$ cat config.mk
export PLATFORM = sky130hd
export DESIGN_NAME = shuffled_split_index_generator_unit_flat
export DESIGN_NICKNAME = d
export VERILOG_FILES = /design/src/sv/ssig_pkg.sv /design/src/sv/ssig_req_if.sv /design/src/sv/ssig_res_if.sv /design/src/sv/ssig_mod_unit.sv /design/src/sv/shuffled_split_index_generator_unit.sv /design/src/flat_wrapper.sv
export SDC_FILE = /design/constraint.sdc
export NUM_CORES = 2
export LEC_CHECK = 0
export BUFFER_PORTS_ARGS = -buffer_cell sky130_fd_sc_hd__buf_2
export CAP_MARGIN = 30
export CORE_ASPECT_RATIO = 1.2
export CORE_UTILIZATION = 25
export CTS_CLUSTER_SIZE = 20
export DETAILED_ROUTE_END_ITERATION = 16
export GPL_TIMING_DRIVEN = 0
export PLACE_DENSITY = 0.45
export SYNTH_ARGS = -nofsm -noshare
export SYNTH_HDL_FRONTEND = slang
export SYNTH_SLANG_ARGS = --single-unit
$ cat constraint.sdc
create_clock -name i_clk -period 8.1 [get_ports i_clk]
set_input_delay 0.405 -clock i_clk [delete_from_list [all_inputs] [get_ports i_clk]]
set_output_delay 0.405 -clock i_clk [all_outputs]
set_load 0.01 [all_outputs]
$ cat src/sv/ssig_pkg.sv
package ssig_pkg;

    // Sizes of the index store and of the fields.
    localparam int MAX_ROWS   = 64;
    localparam int ROW_W      = 7;
    localparam int IDX_W      = 6;
    localparam int RATIO_W    = 16;
    localparam int SEED_W     = 32;
    localparam int STATUS_W   = 2;
    localparam int MOD_CNT_W  = 5;

    // Linear congruential generator constants.
    localparam logic [SEED_W-1:0] LCG_MUL = 32'd1664525;
    localparam logic [SEED_W-1:0] LCG_ADD = 32'd1013904223;

    // Status codes of a result.
    localparam logic [STATUS_W-1:0] STATUS_OK       = 2'd0;
    localparam logic [STATUS_W-1:0] STATUS_MISMATCH = 2'd1;
    localparam logic [STATUS_W-1:0] STATUS_RATIO    = 2'd2;

    // Sequencer states.
    typedef enum logic [3:0] {
        ST_IDLE,
        ST_CHECK,
        ST_FILL,
        ST_LCG,
        ST_MSTART,
        ST_MWAIT,
        ST_RD,
        ST_WR1,
        ST_WR2,
        ST_OUTRD,
        ST_EMIT
    } t_state;

    // Control from the sequencer to the modulo unit.
    typedef struct packed {
        logic              start;
        logic [SEED_W-1:0] dividend;
        logic [ROW_W-1:0]  divisor;
    } t_mod_ctl;

    // Status from the modulo unit back to the sequencer.
    typedef struct packed {
        logic             done;
        logic [IDX_W-1:0] remainder;
    } t_mod_sts;

endpackage

$ cat src/sv/ssig_req_if.sv
interface ssig_req_if;
    logic                           valid;
    logic                           ready;
    logic [ssig_pkg::ROW_W-1:0]     feature_rows;
    logic [ssig_pkg::ROW_W-1:0]     target_rows;
    logic [ssig_pkg::RATIO_W-1:0]   holdout_ratio;
    logic [ssig_pkg::SEED_W-1:0]    seed;

    modport source (
        output valid, feature_rows, target_rows, holdout_ratio, seed,
        input  ready
    );
    modport sink (
        input  valid, feature_rows, target_rows, holdout_ratio, seed,
        output ready
    );
endinterface

$ cat src/sv/ssig_res_if.sv
interface ssig_res_if;
    logic                           valid;
    logic                           ready;
    logic [ssig_pkg::IDX_W-1:0]     source_row;
    logic                           in_test;
    logic [ssig_pkg::IDX_W-1:0]     set_position;
    logic                           row_valid;
    logic                           last;
    logic [ssig_pkg::STATUS_W-1:0]  status;

    modport source (
        output valid, source_row, in_test, set_position, row_valid, last, status,
        input  ready
    );
    modport sink (
        input  valid, source_row, in_test, set_position, row_valid, last, status,
        output ready
    );
endinterface

$ cat src/sv/ssig_mod_unit.sv
// Serial restoring modulo: a 32-bit dividend by a divisor of at most MAX_ROWS,
// one quotient bit per cycle. The remainder is valid when done pulses.
module ssig_mod_unit (
    input  logic               i_clk,
    input  logic               i_rst_n,
    input  ssig_pkg::t_mod_ctl i_ctl,
    output ssig_pkg::t_mod_sts o_sts
);

    logic                              r_busy;
    logic                              r_done;
    logic [ssig_pkg::MOD_CNT_W-1:0]    r_cnt;
    logic [ssig_pkg::SEED_W-1:0]       r_dvd;
    logic [ssig_pkg::ROW_W-1:0]        r_div;
    logic [ssig_pkg::IDX_W-1:0]        r_rem;
    logic [ssig_pkg::ROW_W-1:0]        n_trial;
    logic [ssig_pkg::ROW_W-1:0]        n_rem;

    // One restoring step: shift in the next dividend bit, subtract if it fits.
    always_comb begin
        n_trial = {r_rem, r_dvd[ssig_pkg::SEED_W-1]};
        if (n_trial >= r_div) begin
            n_rem = n_trial - r_div;
        end else begin
            n_rem = n_trial;
        end
    end

    // Control: busy for one step per dividend bit, then a done pulse.
    always_ff @(posedge i_clk) begin
        if (!i_rst_n) begin
            r_busy <= 1'b0;
            r_done <= 1'b0;
            r_cnt  <= '0;
        end else if (i_ctl.start) begin
            r_busy <= 1'b1;
            r_done <= 1'b0;
            r_cnt  <= '1;
        end else if (r_busy) begin
            r_cnt <= r_cnt - 1'b1;
            if (r_cnt == '0) begin
                r_busy <= 1'b0;
                r_done <= 1'b1;
            end
        end else begin
            r_done <= 1'b0;
        end
    end

    // Datapath: the partial remainder stays below the divisor, so six bits hold it.
    always_ff @(posedge i_clk) begin
        if (i_ctl.start) begin
            r_dvd <= i_ctl.dividend;
            r_div <= i_ctl.divisor;
            r_rem <= '0;
        end else if (r_busy) begin
            r_dvd <= {r_dvd[ssig_pkg::SEED_W-2:0], 1'b0};
            r_rem <= n_rem[ssig_pkg::IDX_W-1:0];
        end
    end

    assign o_sts.done      = r_done;
    assign o_sts.remainder = r_rem;

endmodule

$ cat src/sv/shuffled_split_index_generator_unit.sv
// Shuffled split index generator. Each request transaction carries feature and
// target row counts, a Q0.16 test ratio and a 32-bit seed. After a check of the
// request the block writes the identity permutation into a 64-entry index
// store, shuffles it downward Fisher-Yates style with j = lcg(seed) mod i, and
// then sends one result transaction per row, training rows first and test rows
// after, each tagged with its set and its position in that set; the test count
// is floor(rows * ratio / 65536). A count mismatch or a zero ratio gives one
// status-only result, and zero rows gives one empty result with status ok.
// The block takes one request at a time and is not ready while it works. A
// request of n rows is worked as a fill of the store, then one shuffle step for
// each i from n down to two, each waiting on the bit-serial modulo unit, then
// for each result a store read and a load of the output register. Error and
// empty requests skip the store.
module shuffled_split_index_generator_unit (
    input  logic       i_clk,
    input  logic       i_rst_n,
    ssig_req_if.sink   i_req,
    ssig_res_if.source o_res
);

    ssig_pkg::t_state                  r_state;
    ssig_pkg::t_state                  n_state;

    // Request registers.
    logic [ssig_pkg::ROW_W-1:0]        r_frows;
    logic [ssig_pkg::ROW_W-1:0]        r_trows;
    logic [ssig_pkg::RATIO_W-1:0]      r_ratio;
    logic [ssig_pkg::SEED_W-1:0]       r_gen;
    logic [ssig_pkg::ROW_W-1:0]        r_rows;
    logic [ssig_pkg::ROW_W-1:0]        r_test_n;

    // Loop registers.
    logic [ssig_pkg::IDX_W-1:0]        r_idx;
    logic [ssig_pkg::ROW_W-1:0]        r_i;
    logic [ssig_pkg::IDX_W-1:0]        r_j;

    // Index store with two registered read ports and one write port.
    logic [ssig_pkg::IDX_W-1:0]        r_mem [ssig_pkg::MAX_ROWS];
    logic [ssig_pkg::IDX_W-1:0]        r_rd_a;
    logic [ssig_pkg::IDX_W-1:0]        r_rd_b;
    logic                              mem_we;
    logic [ssig_pkg::IDX_W-1:0]        mem_waddr;
    logic [ssig_pkg::IDX_W-1:0]        mem_wdata;
    logic [ssig_pkg::IDX_W-1:0]        mem_raddr_a;
    logic [ssig_pkg::IDX_W-1:0]        mem_raddr_b;

    // Output register.
    logic                              r_out_valid;
    logic [ssig_pkg::IDX_W-1:0]        r_out_src;
    logic                              r_out_test;
    logic [ssig_pkg::IDX_W-1:0]        r_out_pos;
    logic                              r_out_rowv;
    logic                              r_out_last;
    logic [ssig_pkg::STATUS_W-1:0]     r_out_status;

    // Modulo unit link.
    ssig_pkg::t_mod_ctl                mod_ctl;
    ssig_pkg::t_mod_sts                mod_sts;

    // Helper signals.
    logic                              in_accept;
    logic                              slot_free;
    logic                              req_special;
    logic [ssig_pkg::STATUS_W-1:0]     special_status;
    logic [ssig_pkg::ROW_W-1:0]        sat_rows;
    logic [ssig_pkg::ROW_W+ssig_pkg::RATIO_W-1:0] test_prod;
    logic [ssig_pkg::ROW_W-1:0]        i_minus_1;
    logic [ssig_pkg::ROW_W-1:0]        train_n;
    logic                              emit_test;
    logic                              emit_last;
    logic                              fill_last;
    logic                              out_load;
    logic [ssig_pkg::IDX_W-1:0]        out_src;
    logic                              out_test;
    logic [ssig_pkg::IDX_W-1:0]        out_pos;
    logic                              out_rowv;
    logic                              out_last;
    logic [ssig_pkg::STATUS_W-1:0]     out_status;

    assign in_accept = i_req.valid && i_req.ready;
    assign slot_free = !r_out_valid || o_res.ready;

    // Request classification and derived counts.
    assign sat_rows  = (r_frows > ssig_pkg::ROW_W'(ssig_pkg::MAX_ROWS))
                     ? ssig_pkg::ROW_W'(ssig_pkg::MAX_ROWS) : r_frows;
    assign req_special = (r_frows != r_trows) || (r_ratio == '0) || (r_frows == '0);
    always_comb begin
        if (r_frows != r_trows) begin
            special_status = ssig_pkg::STATUS_MISMATCH;
        end else if (r_ratio == '0) begin
            special_status = ssig_pkg::STATUS_RATIO;
        end else begin
            special_status = ssig_pkg::STATUS_OK;
        end
    end
    assign test_prod = (ssig_pkg::ROW_W+ssig_pkg::RATIO_W)'(sat_rows)
                     * (ssig_pkg::ROW_W+ssig_pkg::RATIO_W)'(r_ratio);
    assign i_minus_1 = r_i - 1'b1;
    assign train_n   = r_rows - r_test_n;
    assign fill_last = ({1'b0, r_idx} == (r_rows - 1'b1));
    assign emit_test = ({1'b0, r_idx} >= train_n);
    assign emit_last = fill_last;

    // Next-state logic of the sequencer.
    always_comb begin
        n_state = r_state;
        case (r_state)
            ssig_pkg::ST_IDLE: begin
                if (in_accept) begin
                    n_state = ssig_pkg::ST_CHECK;
                end
            end
            ssig_pkg::ST_CHECK: begin
                if (req_special) begin
                    if (slot_free) begin
                        n_state = ssig_pkg::ST_IDLE;
                    end
                end else begin
                    n_state = ssig_pkg::ST_FILL;
                end
            end
            ssig_pkg::ST_FILL: begin
                if (fill_last) begin
                    if (r_rows > ssig_pkg::ROW_W'(1)) begin
                        n_state = ssig_pkg::ST_LCG;
                    end else begin
                        n_state = ssig_pkg::ST_OUTRD;
                    end
                end
            end
            ssig_pkg::ST_LCG:    n_state = ssig_pkg::ST_MSTART;
            ssig_pkg::ST_MSTART: n_state = ssig_pkg::ST_MWAIT;
            ssig_pkg::ST_MWAIT: begin
                if (mod_sts.done) begin
                    n_state = ssig_pkg::ST_RD;
                end
            end
            ssig_pkg::ST_RD:  n_state = ssig_pkg::ST_WR1;
            ssig_pkg::ST_WR1: n_state = ssig_pkg::ST_WR2;
            ssig_pkg::ST_WR2: begin
                if (i_minus_1 > ssig_pkg::ROW_W'(1)) begin
                    n_state = ssig_pkg::ST_LCG;
                end else begin
                    n_state = ssig_pkg::ST_OUTRD;
                end
            end
            ssig_pkg::ST_OUTRD: n_state = ssig_pkg::ST_EMIT;
            ssig_pkg::ST_EMIT: begin
                if (slot_free) begin
                    if (emit_last) begin
                        n_state = ssig_pkg::ST_IDLE;
                    end else begin
                        n_state = ssig_pkg::ST_OUTRD;
                    end
                end
            end
            default: n_state = ssig_pkg::ST_IDLE;
        endcase
    end

    // Output logic of the sequencer: store ports, modulo start, result load.
    always_comb begin
        i_req.ready      = 1'b0;
        mem_we           = 1'b0;
        mem_waddr        = r_idx;
        mem_wdata        = r_idx;
        mem_raddr_a      = i_minus_1[ssig_pkg::IDX_W-1:0];
        mem_raddr_b      = r_j;
        mod_ctl.start    = 1'b0;
        mod_ctl.dividend = r_gen;
        mod_ctl.divisor  = r_i;
        out_load         = 1'b0;
        out_src          = '0;
        out_test         = 1'b0;
        out_pos          = '0;
        out_rowv         = 1'b0;
        out_last         = 1'b1;
        out_status       = special_status;
        case (r_state)
            ssig_pkg::ST_IDLE: begin
                i_req.ready = 1'b1;
            end
            ssig_pkg::ST_CHECK: begin
                out_load = req_special && slot_free;
            end
            ssig_pkg::ST_FILL: begin
                mem_we = 1'b1;
            end
            ssig_pkg::ST_MSTART: begin
                mod_ctl.start = 1'b1;
            end
            ssig_pkg::ST_WR1: begin
                mem_we    = 1'b1;
                mem_waddr = i_minus_1[ssig_pkg::IDX_W-1:0];
                mem_wdata = r_rd_b;
            end
            ssig_pkg::ST_WR2: begin
                mem_we    = 1'b1;
                mem_waddr = r_j;
                mem_wdata = r_rd_a;
            end
            ssig_pkg::ST_OUTRD: begin
                mem_raddr_a = r_idx;
            end
            ssig_pkg::ST_EMIT: begin
                // Keep reading the same entry while the result waits.
                mem_raddr_a = r_idx;
                out_load   = slot_free;
                out_src    = r_rd_a;
                out_test   = emit_test;
                out_pos    = emit_test ? (r_idx - train_n[ssig_pkg::IDX_W-1:0]) : r_idx;
                out_rowv   = 1'b1;
                out_last   = emit_last;
                out_status = ssig_pkg::STATUS_OK;
            end
            default: begin
                i_req.ready = 1'b0;
            end
        endcase
    end

    // State register.
    always_ff @(posedge i_clk) begin
        if (!i_rst_n) begin
            r_state <= ssig_pkg::ST_IDLE;
        end else begin
            r_state <= n_state;
        end
    end

    // Request capture, generator advance and loop counters.
    always_ff @(posedge i_clk) begin
        if (!i_rst_n) begin
            r_gen <= '0;
        end else begin
            case (r_state)
                ssig_pkg::ST_IDLE: begin
                    if (in_accept) begin
                        r_frows <= i_req.feature_rows;
                        r_trows <= i_req.target_rows;
                        r_ratio <= i_req.holdout_ratio;
                        r_gen   <= i_req.seed;
                    end
                end
                ssig_pkg::ST_CHECK: begin
                    r_rows   <= sat_rows;
                    r_test_n <= test_prod[ssig_pkg::ROW_W+ssig_pkg::RATIO_W-1:ssig_pkg::RATIO_W];
                    r_idx    <= '0;
                    r_i      <= sat_rows;
                end
                ssig_pkg::ST_FILL: begin
                    if (fill_last) begin
                        r_idx <= '0;
                    end else begin
                        r_idx <= r_idx + 1'b1;
                    end
                end
                ssig_pkg::ST_LCG: begin
                    r_gen <= r_gen * ssig_pkg::LCG_MUL + ssig_pkg::LCG_ADD;
                end
                ssig_pkg::ST_MWAIT: begin
                    if (mod_sts.done) begin
                        r_j <= mod_sts.remainder;
                    end
                end
                ssig_pkg::ST_WR2: begin
                    r_i <= i_minus_1;
                end
                ssig_pkg::ST_EMIT: begin
                    if (slot_free) begin
                        r_idx <= r_idx + 1'b1;
                    end
                end
                default: begin
                    r_gen <= r_gen;
                end
            endcase
        end
    end

    // Index store: one write port, two registered read ports.
    always_ff @(posedge i_clk) begin
        if (mem_we) begin
            r_mem[mem_waddr] <= mem_wdata;
        end
        r_rd_a <= r_mem[mem_raddr_a];
        r_rd_b <= r_mem[mem_raddr_b];
    end

    // Output register: holds a result until its transaction completes.
    always_ff @(posedge i_clk) begin
        if (!i_rst_n) begin
            r_out_valid <= 1'b0;
        end else if (out_load) begin
            r_out_valid <= 1'b1;
        end else if (o_res.ready) begin
            r_out_valid <= 1'b0;
        end
    end

    always_ff @(posedge i_clk) begin
        if (out_load) begin
            r_out_src    <= out_src;
            r_out_test   <= out_test;
            r_out_pos    <= out_pos;
            r_out_rowv   <= out_rowv;
            r_out_last   <= out_last;
            r_out_status <= out_status;
        end
    end

    assign o_res.valid        = r_out_valid;
    assign o_res.source_row   = r_out_src;
    assign o_res.in_test      = r_out_test;
    assign o_res.set_position = r_out_pos;
    assign o_res.row_valid    = r_out_rowv;
    assign o_res.last         = r_out_last;
    assign o_res.status       = r_out_status;

    // Serial modulo unit of the shuffle steps.
    ssig_mod_unit u_mod (
        .i_clk   (i_clk),
        .i_rst_n (i_rst_n),
        .i_ctl   (mod_ctl),
        .o_sts   (mod_sts)
    );

endmodule

$ cat src/flat_wrapper.sv
// flat-port wrapper written by rule: the top's interface ports become plain ports
module shuffled_split_index_generator_unit_flat 
  (i_clk, i_rst_n, i_req_valid, i_req_feature_rows, i_req_target_rows, i_req_holdout_ratio, i_req_seed, i_req_ready, o_res_valid, o_res_source_row, o_res_in_test, o_res_set_position, o_res_row_valid, o_res_last, o_res_status, o_res_ready);
  ssig_req_if i_req_i ();
  ssig_res_if o_res_i ();
  input  logic i_clk;
  input  logic i_rst_n;
  input wire logic [$bits(i_req_i.valid)-1:0] i_req_valid;
  input wire logic [$bits(i_req_i.feature_rows)-1:0] i_req_feature_rows;
  input wire logic [$bits(i_req_i.target_rows)-1:0] i_req_target_rows;
  input wire logic [$bits(i_req_i.holdout_ratio)-1:0] i_req_holdout_ratio;
  input wire logic [$bits(i_req_i.seed)-1:0] i_req_seed;
  output wire logic [$bits(i_req_i.ready)-1:0] i_req_ready;
  output wire logic [$bits(o_res_i.valid)-1:0] o_res_valid;
  output wire logic [$bits(o_res_i.source_row)-1:0] o_res_source_row;
  output wire logic [$bits(o_res_i.in_test)-1:0] o_res_in_test;
  output wire logic [$bits(o_res_i.set_position)-1:0] o_res_set_position;
  output wire logic [$bits(o_res_i.row_valid)-1:0] o_res_row_valid;
  output wire logic [$bits(o_res_i.last)-1:0] o_res_last;
  output wire logic [$bits(o_res_i.status)-1:0] o_res_status;
  input wire logic [$bits(o_res_i.ready)-1:0] o_res_ready;
  assign i_req_i.valid = i_req_valid;
  assign i_req_i.feature_rows = i_req_feature_rows;
  assign i_req_i.target_rows = i_req_target_rows;
  assign i_req_i.holdout_ratio = i_req_holdout_ratio;
  assign i_req_i.seed = i_req_seed;
  assign i_req_ready = i_req_i.ready;
  assign o_res_valid = o_res_i.valid;
  assign o_res_source_row = o_res_i.source_row;
  assign o_res_in_test = o_res_i.in_test;
  assign o_res_set_position = o_res_i.set_position;
  assign o_res_row_valid = o_res_i.row_valid;
  assign o_res_last = o_res_i.last;
  assign o_res_status = o_res_i.status;
  assign o_res_i.ready = o_res_ready;
  shuffled_split_index_generator_unit u_core (.i_clk(i_clk), .i_rst_n(i_rst_n), .i_req(i_req_i), .o_res(o_res_i));
endmodule
==> results.txt <==
Hold Path Class: input pin to register
worst-case clock buffer depth: 3
drt first pass iters: 9
Post-synth top flop: edfxtp_1
full die area: 0.1484 mm2
CP arrival: 7.63 ns
Fillers: 14849
global-route wire length before repair: 176.0 mm
Tmin final: 7.222 ns
mux contribution to synthesized area: 0.1194
Area growth, synth to finish: 16.09%
worst slack at placement: 0.7744 ns
hold endpoint: u_core.r_gen[0]
reg2reg path depth: 21
Synth async-reset ratio: 0
part of the Yosys area used for sequential elements: 0.4451
delay-heaviest family, CP: adder cells
Max FO, Critical Path: 10
DP Area: 0.03995 mm2
Synth Instances: 3019
#FFs+latches synth: 565
Initial DRC Count: 1716
Routed WL: 120.8 mm
overall routing resource usage: 0.1627
core area: 0.1453 mm2
CTS tree: done
xor/xnor share of the synthesized area: 0.02269
Synth Area in Compound Gates: 0.06091
htree depth: 3
IO buf count: 83
Slowest cell on crit path: clkbuf_1
proportion of layout cells with a drive suffix above 1: 0.1349
Final Instance Area: 0.04264 mm2
Critical Path RT: 8.51 ns
origin of the critical flop-to-flop path: u_core.r_frows[6]
r2r setup slk: 0.88 ns
Hold Path Depth: 3
CP endpoint kind: register
pin count of the biggest net entering global routing: 65
Root Buffer: clkbuf_16
die height: 421.9 um
DIE WIDTH: 351.9 um
Crit Path Class: register to register
# nets final: 3724
via count: 24908
DP HPWL: 93.07 mm
simple-gate share of the synthesized area: 0.1050
vias in the first global route: 25940
final setup fails: 0
CTS clk-pin slew, worst paths: 0.06 ns
Core Rows: 153
largest family of logic cells by synthesized area: adder cells
RSZ-0062 raised after global routing: no
syn_area_per_cell: 12.17 um2
routability-driven placement congestion ratio: 0.9028
Critical Path Source Type: register
DRC viols: 0
Adder-Cell Fraction of Synth Area: 0.1900
Starting Density: 0.2528
final slew viol count: 0
final worst setup slack: 0.8782 ns
total grt overflow: 0
wire length per cell: 23.17 um
HP Start: i_req_seed[0]
crit-path max cell delay: 0.65 ns
Syn Std Cell Area: 0.03673 mm2
TritonCTS buffer count: 68
drt via density: 4.778
setup TNS: 0 ns
Hold WS: 0.09584 ns
Antenna diodes: 0
most used cell, CP: fa_1
status: complete, no violations
RR Endpoint: u_core.r_test_n[6]
EDFF count, synth: 503
Setup Skew: 0.03961 ns
# IOs: 85
Tcrit/Tclk final: 0.8916
Slew HR: 0.2762
critical path buffer and inverter count: 6
number of antenna violations at the first check in global routing: 0
clk_lat worst skew: 0.66 ns
crit path cell chain: clkbuf_1 > clkbuf_1 > nor2b_1 > clkbuf_1 > nand2_1 > fa_1 > inv_1 > fa_1 > fa_1 > inv_1 > fa_1 > inv_1 > ha_1 > nand3_1 > o221ai_1 > a2111oi_0 > a2111oi_0 > nor3_1 > o21bai_1 > a21oi_1 > xnor2_1
Final ANT Viol Nets: 0
Mapped Nets: 3518
Synthesis Warnings: 0
Crit. path cell count: 21
Max-cap violations: 0
final hold vios: 0
Netlist cell types: 76
Clock Sinks: 565
PostCTS Resize Cnt: 0
fmax: 138.5 MHz
worst slew pin tran: 1.083 ns
==> state kept, by name, indices dropped and copies added, names as in the netlist, 4 cells and up <==
register,count
u_core.u_mod.r_dvd,32
u_core.r_idx,6
u_core.o_res.source_row,6
u_core.r_trows,7
u_core.u_mod.r_rem,6
u_core.r_frows,7
u_core.mem_raddr_b,6
u_core.r_test_n,7
u_core.r_i,7
u_core.r_gen,32
u_core.r_rd_a,6
u_core.u_mod.r_div,7
u_core.r_rd_b,6
u_core.r_rows,7
u_core.o_res.set_position,6
u_core.u_mod.r_cnt,5
u_core.r_mem,384
u_core.r_ratio,16
u_core.r_state,4
==> timing repair <==
action / in CTS / in global routing
setup buffers: 0 / 0
endpoints found under the hold margin: 30 / 0
hold buffers: 30 / 0
==> per-stage QoR <==
step,cells,utilization
after CTS,5212,0.2934
final,5213,0.2934
after floorplan,3019,-
after global placement,5039,0.2723
after global routing,5213,0.2934
after detailed placement,5061,0.2750
==> logic make-up after synthesis <==
group | count (synthesis)
xor+xnor | 93
fa+ha+maj | 433
flops | 565
buf+inv | 520
compound gates | 329
simple gates | 844
mux | 235
==> cells in the final DEF, fill, tap and decap left out, drive strengths merged, types with 62 or more instances in the layout <==
cell / instances
edfxtp: 503
nand2: 392
inv: 383
ha: 225
fa: 208
buf: 164
mux4: 162
clkbuf: 159
nor2: 147
a21oi: 80
nand3: 77
and2: 72
mux2i: 68
o21ai: 66
xnor2: 63
dfxtp: 62
==> cell type report <==
class                           count  area, um2  area share
Timing Repair Buffer              136       1066     0.02500
Sequential cell                   565      16350      0.3834
Tap cell                         1937       2424     0.05684
Inverter                          381       1430     0.03354
Buffer                            139      659.4     0.01547
Clock inverter                     42      603.1     0.01414
Multi-Input combinational cell   1934      18330      0.4300
Clock buffer                       79       1774     0.04161
==> worst max-delay path by stage <==
stage                       from  slack [ns]            endpoint
2_1_floorplan    u_core.r_gen[1]        1.93    u_core.r_gen[29]
3_3_place_gp   u_core.r_frows[6]        0.73  u_core.r_test_n[6]
3_5_place_dp   u_core.r_frows[6]        0.77  u_core.r_test_n[6]
4_1_cts        u_core.r_frows[6]        0.76  u_core.r_test_n[6]
5_1_grt        u_core.r_frows[6]        0.44  u_core.r_test_n[6]
6_report       u_core.r_frows[6]        0.88  u_core.r_test_n[6]
==> metal layers <==
layer / global-route usage / up-vias / wire [um]
met1: 0.1984 / 12713 / 49130
met4: 0.07370 / 0 / 5454
met2: 0.2829 / 786 / 60200
met5: 0 / - / 0
met3: 0.02138 / 235 / 5985
li1: - / 11174 / -
==> Yosys cell counts, types with 12 or more instances <==
library cell  instances  area (um2)
edfxtp_1            503       15100
nand2_1             391        1468
inv_1               380        1426
ha_1                225        2815
fa_1                208        4164
mux4_2              162        3649
nor2_1              147       551.8
clkbuf_1             80       300.3
a21oi_1              79       395.4
nand3_1              77       385.4
and2_1               72       450.4
mux2i_1              68       680.7
o21ai_0              65       325.3
dfxtp_1              62        1241
xnor2_1              62       543.0
and3_1               30       187.7
xor2_1               30       262.8
buf_2                28       140.1
nor4_1               27       168.9
a211oi_1             26       195.2
a311oi_1             24       210.2
nor3_1               22       110.1
nor2b_1              19       118.9
a21o_1               16       120.1
buf_1                15       56.30
nand4_1              14       87.58
nand2b_1             13       81.33
a22o_1               12       105.1
==> worst register-to-register path, delay by kind of cell (launching register included) <==
kind / cells / cell delay, ns
DFF: 1 / 0.36
buffers and inverters: 6 / 1.49
adders and majority gates: 5 / 2.31
xor gates and xnor gates: 1 / 0.13
AOI/OAI and AO/OA: 5 / 1.57
and+or+nand+nor: 4 / 1.11
Power is not shown: default switching activity piles up to over one toggle a cycle in this logic, so the estimate is an artifact.
